## config.mk

```make
export PLATFORM = sky130hd
export DESIGN_NAME = fit_policy_block_allocator
export DESIGN_NICKNAME = d
export VERILOG_FILES = /design/src/rtl/fpba_pkg.sv /design/src/rtl/fit_policy_block_allocator.sv
export SDC_FILE = /design/constraint.sdc
export NUM_CORES = 1
export LEC_CHECK = 0
export ABC_AREA = 1
export BUFFER_PORTS_ARGS = -buffer_cell sky130_fd_sc_hd__buf_2
export CORE_ASPECT_RATIO = 1.5
export CORE_UTILIZATION = 45
export CTS_CLUSTER_SIZE = 8
export DETAILED_ROUTE_END_ITERATION = 10
export GPL_TIMING_DRIVEN = 1
export PLACE_DENSITY_LB_ADDON = 0.3
export SETUP_SLACK_MARGIN = 0.15
export SYNTH_ARGS = -nofsm -noshare
export SYNTH_HDL_FRONTEND = slang
export SYNTH_SLANG_ARGS = --single-unit
```

## constraint.sdc

```tcl
create_clock -name clk_i -period 5.9 [get_ports clk_i]
set_input_delay 1.475 -clock clk_i [delete_from_list [all_inputs] [get_ports clk_i]]
set_output_delay 1.475 -clock clk_i [all_outputs]
set_load 0.01 [all_outputs]
```

## src/rtl/fpba_pkg.sv

```systemverilog
package fpba_pkg;

  // defaults for the top-level parameters
  localparam int unsigned MAX_BLOCKS_DEF = 16;
  localparam int unsigned SIZE_BITS_DEF  = 16;

  // fixed port widths
  localparam int unsigned SLOT_W     = 4;
  localparam int unsigned SIZE_IN_W  = 16;
  localparam int unsigned CFG_IDX_W  = 2;
  localparam int unsigned CFG_DATA_W = 5;
  localparam int unsigned MODE_W     = 2;

  // request types
  localparam logic REQ_LOAD  = 1'b0;
  localparam logic REQ_ALLOC = 1'b1;

  // fit policies; the unused code behaves as first fit
  localparam logic [MODE_W-1:0] FIT_FIRST = 2'd0;
  localparam logic [MODE_W-1:0] FIT_BEST  = 2'd1;
  localparam logic [MODE_W-1:0] FIT_WORST = 2'd2;

  // configuration register indexes
  localparam logic [CFG_IDX_W-1:0] CFG_FIT_MODE      = 2'd0;
  localparam logic [CFG_IDX_W-1:0] CFG_BLOCKS_IN_USE = 2'd1;

  localparam logic [MODE_W-1:0]     FIT_MODE_RST      = FIT_FIRST;
  localparam logic [CFG_DATA_W-1:0] BLOCKS_IN_USE_RST = 5'd16;

endpackage

```

## src/rtl/fit_policy_block_allocator.sv

```systemverilog
// Channel  | Direction | Handshake              | Word
// ---------+-----------+------------------------+------------------------------------------
// in       | input     | in_valid_i/in_stall_o  | req_type, block_slot, size_value
// out      | output    | out_valid_o/out_stall_i| granted, chosen_block, remaining_size
// cfg      | input     | cfg_valid_i/cfg_ready_o| cfg_index_i, cfg_data_i
//
// One word is in flight at a time. A load goes straight to the write-back state, where
// its result word is registered once the output register is free; an allocate first
// scans min(blocks_in_use, MAX_BLOCKS) blocks through the free-size table's single read
// port, which delivers one block per cycle to the compare stage. The input reopens as
// the result is registered, so a new word is not taken before the last one is through.
// Reset clears the control state and registers; the free-size table is not cleared,
// so a block must be loaded before an allocate scans it.
// A stalled output holds its word; the next input word is still taken and waits
// in the write-back state until the output register frees up.
module fit_policy_block_allocator
  import fpba_pkg::*;
#(
  parameter int unsigned MAX_BLOCKS = MAX_BLOCKS_DEF,
  parameter int unsigned SIZE_BITS  = SIZE_BITS_DEF
) (
  input  logic                  clk_i,
  input  logic                  rst_ni,
  // input words
  input  logic                  in_valid_i,
  output logic                  in_stall_o,
  input  logic                  req_type_i,
  input  logic [SLOT_W-1:0]     block_slot_i,
  input  logic [SIZE_IN_W-1:0]  size_value_i,
  // result words
  output logic                  out_valid_o,
  input  logic                  out_stall_i,
  output logic                  granted_o,
  output logic [SLOT_W-1:0]     chosen_block_o,
  output logic [SIZE_IN_W-1:0]  remaining_size_o,
  // configuration writes
  input  logic                  cfg_valid_i,
  output logic                  cfg_ready_o,
  input  logic [CFG_IDX_W-1:0]  cfg_index_i,
  input  logic [CFG_DATA_W-1:0] cfg_data_i
);

  localparam int unsigned IDX_W = (MAX_BLOCKS > 1) ? $clog2(MAX_BLOCKS) : 1;
  localparam int unsigned CNT_W = $clog2(MAX_BLOCKS + 1);

  typedef enum logic [1:0] {
    ST_IDLE,
    ST_SCAN,
    ST_DONE
  } state_e;

  state_e state_q;

  // configuration
  logic [MODE_W-1:0]     fit_mode_q;
  logic [CFG_DATA_W-1:0] blocks_in_use_q;

  // latched request
  logic                  req_type_q;
  logic [SLOT_W-1:0]     req_slot_q;
  logic [SIZE_BITS-1:0]  req_size_q;

  // scan control
  logic [CNT_W-1:0]      scan_cnt_q;
  logic [CNT_W-1:0]      scan_end_q;
  logic                  issue_done_q;
  logic                  rd_vld_q;
  logic [IDX_W-1:0]      rd_idx_q;
  logic [SIZE_BITS-1:0]  rd_data_q;

  // running pick
  logic                  found_q;
  logic [IDX_W-1:0]      pick_idx_q;
  logic [SIZE_BITS-1:0]  pick_val_q;

  // output register
  logic                  out_valid_q;
  logic                  granted_q;
  logic [SLOT_W-1:0]     chosen_q;
  logic [SIZE_IN_W-1:0]  remain_q;

  // free-size table
  logic [SIZE_BITS-1:0]  mem_q [MAX_BLOCKS];
  logic                  mem_we;
  logic [IDX_W-1:0]      mem_wa;
  logic [SIZE_BITS-1:0]  mem_wd;
  logic                  mem_re;

  logic                  in_acc;
  logic                  out_free;
  logic                  load_ok;
  logic                  fit_take;
  logic [SIZE_BITS-1:0]  rem_alloc;
  logic [CNT_W-1:0]      scan_cnt_inc;
  logic [CNT_W-1:0]      count_sat;

  assign in_stall_o  = (state_q != ST_IDLE);
  assign in_acc      = in_valid_i && !in_stall_o;
  assign out_free    = !out_valid_q || !out_stall_i;
  assign cfg_ready_o = 1'b1;

  // blocks in use, saturated to the table depth
  always_comb begin
    if (32'(blocks_in_use_q) > MAX_BLOCKS) begin
      count_sat = CNT_W'(MAX_BLOCKS);
    end else begin
      count_sat = CNT_W'(blocks_in_use_q);
    end
  end

  assign load_ok      = (32'(req_slot_q) < MAX_BLOCKS);
  assign rem_alloc    = pick_val_q - req_size_q;
  assign scan_cnt_inc = CNT_W'(scan_cnt_q + 1'b1);

  // compare stage: does the block just read replace the current pick
  always_comb begin
    fit_take = 1'b0;
    if (rd_vld_q && (rd_data_q >= req_size_q)) begin
      if (!found_q) begin
        fit_take = 1'b1;
      end else if (fit_mode_q == FIT_BEST) begin
        fit_take = (rd_data_q < pick_val_q);
      end else if (fit_mode_q == FIT_WORST) begin
        fit_take = (rd_data_q > pick_val_q);
      end
    end
  end

  // table access: reads during the scan, at most one write-back at the end
  assign mem_re = (state_q == ST_SCAN) && !issue_done_q;
  assign mem_we = (state_q == ST_DONE) && out_free &&
                  ((req_type_q == REQ_ALLOC) ? found_q : load_ok);
  assign mem_wa = (req_type_q == REQ_ALLOC) ? pick_idx_q : IDX_W'(req_slot_q);
  assign mem_wd = (req_type_q == REQ_ALLOC) ? rem_alloc : req_size_q;

  always_ff @(posedge clk_i) begin
    if (mem_we) begin
      mem_q[mem_wa] <= mem_wd;
    end
    if (mem_re) begin
      rd_data_q <= mem_q[scan_cnt_q[IDX_W-1:0]];
    end
  end

  always_ff @(posedge clk_i or negedge rst_ni) begin
    if (!rst_ni) begin
      state_q         <= ST_IDLE;
      fit_mode_q      <= FIT_MODE_RST;
      blocks_in_use_q <= BLOCKS_IN_USE_RST;
      req_type_q      <= REQ_LOAD;
      req_slot_q      <= '0;
      req_size_q      <= '0;
      scan_cnt_q      <= '0;
      scan_end_q      <= '0;
      issue_done_q    <= 1'b0;
      rd_vld_q        <= 1'b0;
      rd_idx_q        <= '0;
      found_q         <= 1'b0;
      pick_idx_q      <= '0;
      pick_val_q      <= '0;
      out_valid_q     <= 1'b0;
      granted_q       <= 1'b0;
      chosen_q        <= '0;
      remain_q        <= '0;
    end else begin
      if (cfg_valid_i && cfg_ready_o) begin
        if (cfg_index_i == CFG_FIT_MODE) begin
          fit_mode_q <= cfg_data_i[MODE_W-1:0];
        end else if (cfg_index_i == CFG_BLOCKS_IN_USE) begin
          blocks_in_use_q <= cfg_data_i;
        end
      end

      // in the write-back state the output register is reloaded instead
      if (out_valid_q && !out_stall_i && (state_q != ST_DONE)) begin
        out_valid_q <= 1'b0;
      end

      unique case (state_q)
        ST_IDLE: begin
          if (in_acc) begin
            req_type_q <= req_type_i;
            req_slot_q <= block_slot_i;
            req_size_q <= SIZE_BITS'(size_value_i);
            if (req_type_i == REQ_ALLOC) begin
              scan_cnt_q   <= '0;
              scan_end_q   <= count_sat;
              issue_done_q <= (count_sat == '0);
              rd_vld_q     <= 1'b0;
              found_q      <= 1'b0;
              state_q      <= ST_SCAN;
            end else begin
              state_q <= ST_DONE;
            end
          end
        end
        ST_SCAN: begin
          // issue stage
          rd_vld_q <= !issue_done_q;
          rd_idx_q <= scan_cnt_q[IDX_W-1:0];
          if (!issue_done_q) begin
            scan_cnt_q   <= scan_cnt_inc;
            issue_done_q <= (scan_cnt_inc == scan_end_q);
          end
          // compare stage
          if (fit_take) begin
            found_q    <= 1'b1;
            pick_idx_q <= rd_idx_q;
            pick_val_q <= rd_data_q;
          end
          if (issue_done_q && !rd_vld_q) begin
            state_q <= ST_DONE;
          end
        end
        ST_DONE: begin
          if (out_free) begin
            out_valid_q <= 1'b1;
            state_q     <= ST_IDLE;
            if (req_type_q == REQ_ALLOC) begin
              granted_q <= found_q;
              chosen_q  <= found_q ? SLOT_W'(pick_idx_q) : '0;
              remain_q  <= found_q ? SIZE_IN_W'(rem_alloc) : '0;
            end else begin
              granted_q <= load_ok;
              chosen_q  <= load_ok ? req_slot_q : '0;
              remain_q  <= load_ok ? SIZE_IN_W'(req_size_q) : '0;
            end
          end
        end
        default: begin
          state_q <= ST_IDLE;
        end
      endcase
    end
  end

  assign out_valid_o      = out_valid_q;
  assign granted_o        = granted_q;
  assign chosen_block_o   = chosen_q;
  assign remaining_size_o = remain_q;

  // one word at a time: an accepted word closes the input
  a_one_in_flight: assert property (@(posedge clk_i) disable iff (!rst_ni)
    in_acc |=> in_stall_o)
    else $error("input accepted while a word is in flight");

  // a refused word carries no block and no size
  a_no_grant_zero: assert property (@(posedge clk_i) disable iff (!rst_ni)
    (out_valid_o && !granted_o) |-> (chosen_block_o == '0 && remaining_size_o == '0))
    else $error("refused word carries data");

  // reads never run past the blocks in use
  a_scan_bound: assert property (@(posedge clk_i) disable iff (!rst_ni)
    (state_q == ST_SCAN && rd_vld_q) |-> (CNT_W'(rd_idx_q) < scan_end_q))
    else $error("scan read beyond blocks in use");

  // the running pick always fits the request
  a_pick_fits: assert property (@(posedge clk_i) disable iff (!rst_ni)
    (state_q == ST_SCAN && found_q) |-> (pick_val_q >= req_size_q))
    else $error("pick smaller than request");

endmodule
```

==> reports/metrics.cfg <==
[floorplanning]
rows = 84
top_level_ports = 57
die_area_um2 = 36200
die_w_um = 156
initial_core_util_pct = 45.5
core_area_um2 = 35000
die_h_um = 233

[global_routing]
grt_first_pass_wirelength_mm = 61.3
grt_overflow = 0
grt_usage_pct = 22.6
antenna_found_initial = 0
grt_max_degree = 97
grt_pass1_vias = 10800

[yosys]
ys_warn_count = 0
async_flop_share_pct = 24.7
syn_area_um2 = 15900
synthDistinctLibCells = 48
synth_flop_cell = edfxtp_1
ys_seq_area_share_pct = 65.2
synth-seq-cells = 361
synth_top_area_share_pct = 51.2
synth_most_common_cell = nand2_1
synth_area_leaders = edfxtp_1, dfrtp_1, nand2_1, o21ai_0, ha_1
synth_edf_count = 272
syn_nets = 1544
yosysTopAreaCell = edfxtp_1
syn_area_per_cell_um2 = 10.9
synth_common_cells = nand2_1, edfxtp_1, nor2_1
synthCells = 1462

[routing]
vias_per_cell = 5.49
drt-initial-drc-count = 971
dr.pass1.iters = 5
antenna_left = 0
postRouteWirelength_mm = 40.1
drc = 0
wl_per_cell_um = 19.9
vias = 11000

[cells_and_area]
n_antenna_cell = 0
register_area_um2 = 10400
multi_input_area_um2 = 4900
nNetsFinal = 1605
drive_above_1_share_pct = 11.0
area_delta_synth_final_pct = 13.4
fin_area_um2 = 18100
final.fill_count = 3054

[timing]
fin_crit_sh_pct = 62.2
rsz0062_at_grt = no
slew_violations = 0
slew_headroom_pct = 27.2
fin_skew_ps = 17.1
setup_viol = 0
tns_ps = 0
fmax_ghz = 0.272
min_period_ps = 3670
worst_pin_slew_ps = 1090
hold_viol_final = 0

[critical_path]
cp_max_fo = 22
end_kind = register
r2r_slack_ps = 2800
startpoint_type = primary input
cp_cell_sequence = buf_2 -> nand2_1 -> inv_1 -> nor2_4 -> inv_2 -> a21oi_4 -> nand4_1 -> nor2_2
path_buf_inv = 3
critPathRequiredTime_ps = 6060
arrival_ps = 3840
cp_top_family = simple AND/OR/NAND/NOR gates
max_stage_delay_ps = 820
worstSetupPathType = primary input to register
crit_slowest_cell = nor2_2

[placement]
port_buffers = 55
place_hpwl_mm = 26.8
place_congestion = 0.874
placed_cell_area_um2 = 16700

[hold_path]
hp-class = register to register

[power_and_ir_drop]
power_mw = 10.5
ir_drop_v = 0.000228
p_per_area_nw_per_um2 = 579
p_leak_nw = 7.24

[clock_network]
postCtsHoldBufs = 0
cts_buffer_depth = 3
post_cts_buffers = 0
htreeDepth = 2
clk_latency_ps = 560
cts_tree = done
cts-root-buf = clkbuf_16
cts_resized = 0
cts.sinks = 361
cts_inserted_buffers = 51
clk_pin_slew_ps = 50

[run]
cap_violations = 0

[run_status]
status = finished, final reports clean

## layout make-up
cell class	instances	share of cell area (%)
Clock buffer	68	7.53
Clock inverter	3	0.187
Timing Repair Buffer	73	2.28
Tap cell	473	3.27
Multi-Input combinational cell	936	27.1
Inverter	100	2.08
Sequential cell	361	57.5
## report_power, final
part	total, mW	leakage, nW	switching (mW)	internal, mW
logic	3.86	2.98	2.85	1.01
registers	4.01	3.59	0.260	3.75
clock network	2.60	0.675	1.02	1.58
## worst paths after layout
kind / from / to / cells past startpoint
max: out_stall_i / mem_q[14][14] / 8
min reg2reg: pick_idx_q[0] / pick_idx_q[0] / 2
min: pick_idx_q[0] / pick_idx_q[0] / 2
max in group asynchronous: rst_ni / scan_cnt_q[0] / 2
min in group asynchronous: rst_ni / req_size_q[12] / 1
max reg2reg: scan_cnt_q[0] / rd_data_q[12] / 6
## metal layers
metal	wire length [um]	up-vias	share of wire, %	track usage (%)
met1	15900	5299	40	27.7
met3	2200	91	5.5	2.61
li1	-	5244	-	-
met4	2120	0	5.3	12.8
met2	19900	414	50	38.5
met5	0	-	0	0
## tightest hold or removal path: cells and delay by family (launching register included)
family | cells | cell delay, ps
AND/OR/NAND/NOR | 2 | 90
flip-flops | 1 | 340
## metrics by stage
step / cells / util [%] / setup WS (ps) / hold WS (ps)
finish: 2014 / 51.7 / 2230 / 472
global route: 2014 / 51.7 / 2090 / 498
CTS: 2014 / 51.7 / 2230 / 476
detailed placement: 1943 / 47.7 / 1670 / 463
global placement: 1943 / 47.7 / 1700 / 460
floorplan: 1462 / - / 2600 / 442
## cell families (layout without fill, tap and decap cells)
family          count (synthesis)  in the layout  synth area share [%]
simple gates                  605            605                  16.0
flops                         361            361                  65.2
compound gates                272            272                  9.93
buf+inv                       165            244                  4.40
fa+ha+maj                      49             49                  3.89
xor+xnor                        8              8                 0.440
other cells                     1              1                0.0235
mux                             1              1                0.0628
## sequential cells by signal (all words and copies together), names as in the netlist, 2 cells and up
signal            cells
mem_q               256
pick_val_q           16
rd_data_q            16
remaining_size_o     16
req_size_q           16
blocks_in_use_q       5
scan_cnt_q            5
scan_end_q            5
chosen_block_o        4
pick_idx_q            4
rd_idx_q              4
req_slot_q            4
fit_mode_q            2
state_q               2
## layout by cell type, fill, tap and decap left out, types with 2 or more instances in the layout
master / n
buf_2: 54
o22ai_1: 20
nor3_1: 3
and2_1: 4
clkbuf_16: 52
o21ai_1: 9
o221ai_1: 14
xnor2_1: 3
inv_2: 5
o21a_1: 4
o211ai_1: 2
nor2_1: 112
xor2_1: 5
inv_1: 94
a221oi_1: 18
nand3_1: 70
nor2_4: 3
nand3b_1: 2
nand2_4: 2
nand2_2: 3
nand3_2: 2
nand4_1: 42
o22ai_2: 3
o21ai_0: 124
dfrtp_1: 87
buf_4: 19
nor2_2: 17
a21oi_1: 60
a22o_1: 4
o21bai_1: 2
nand2_1: 342
ha_1: 48
clkbuf_1: 16
edfxtp_1: 272
a21o_1: 5
(Power assumes the default switching activity.)
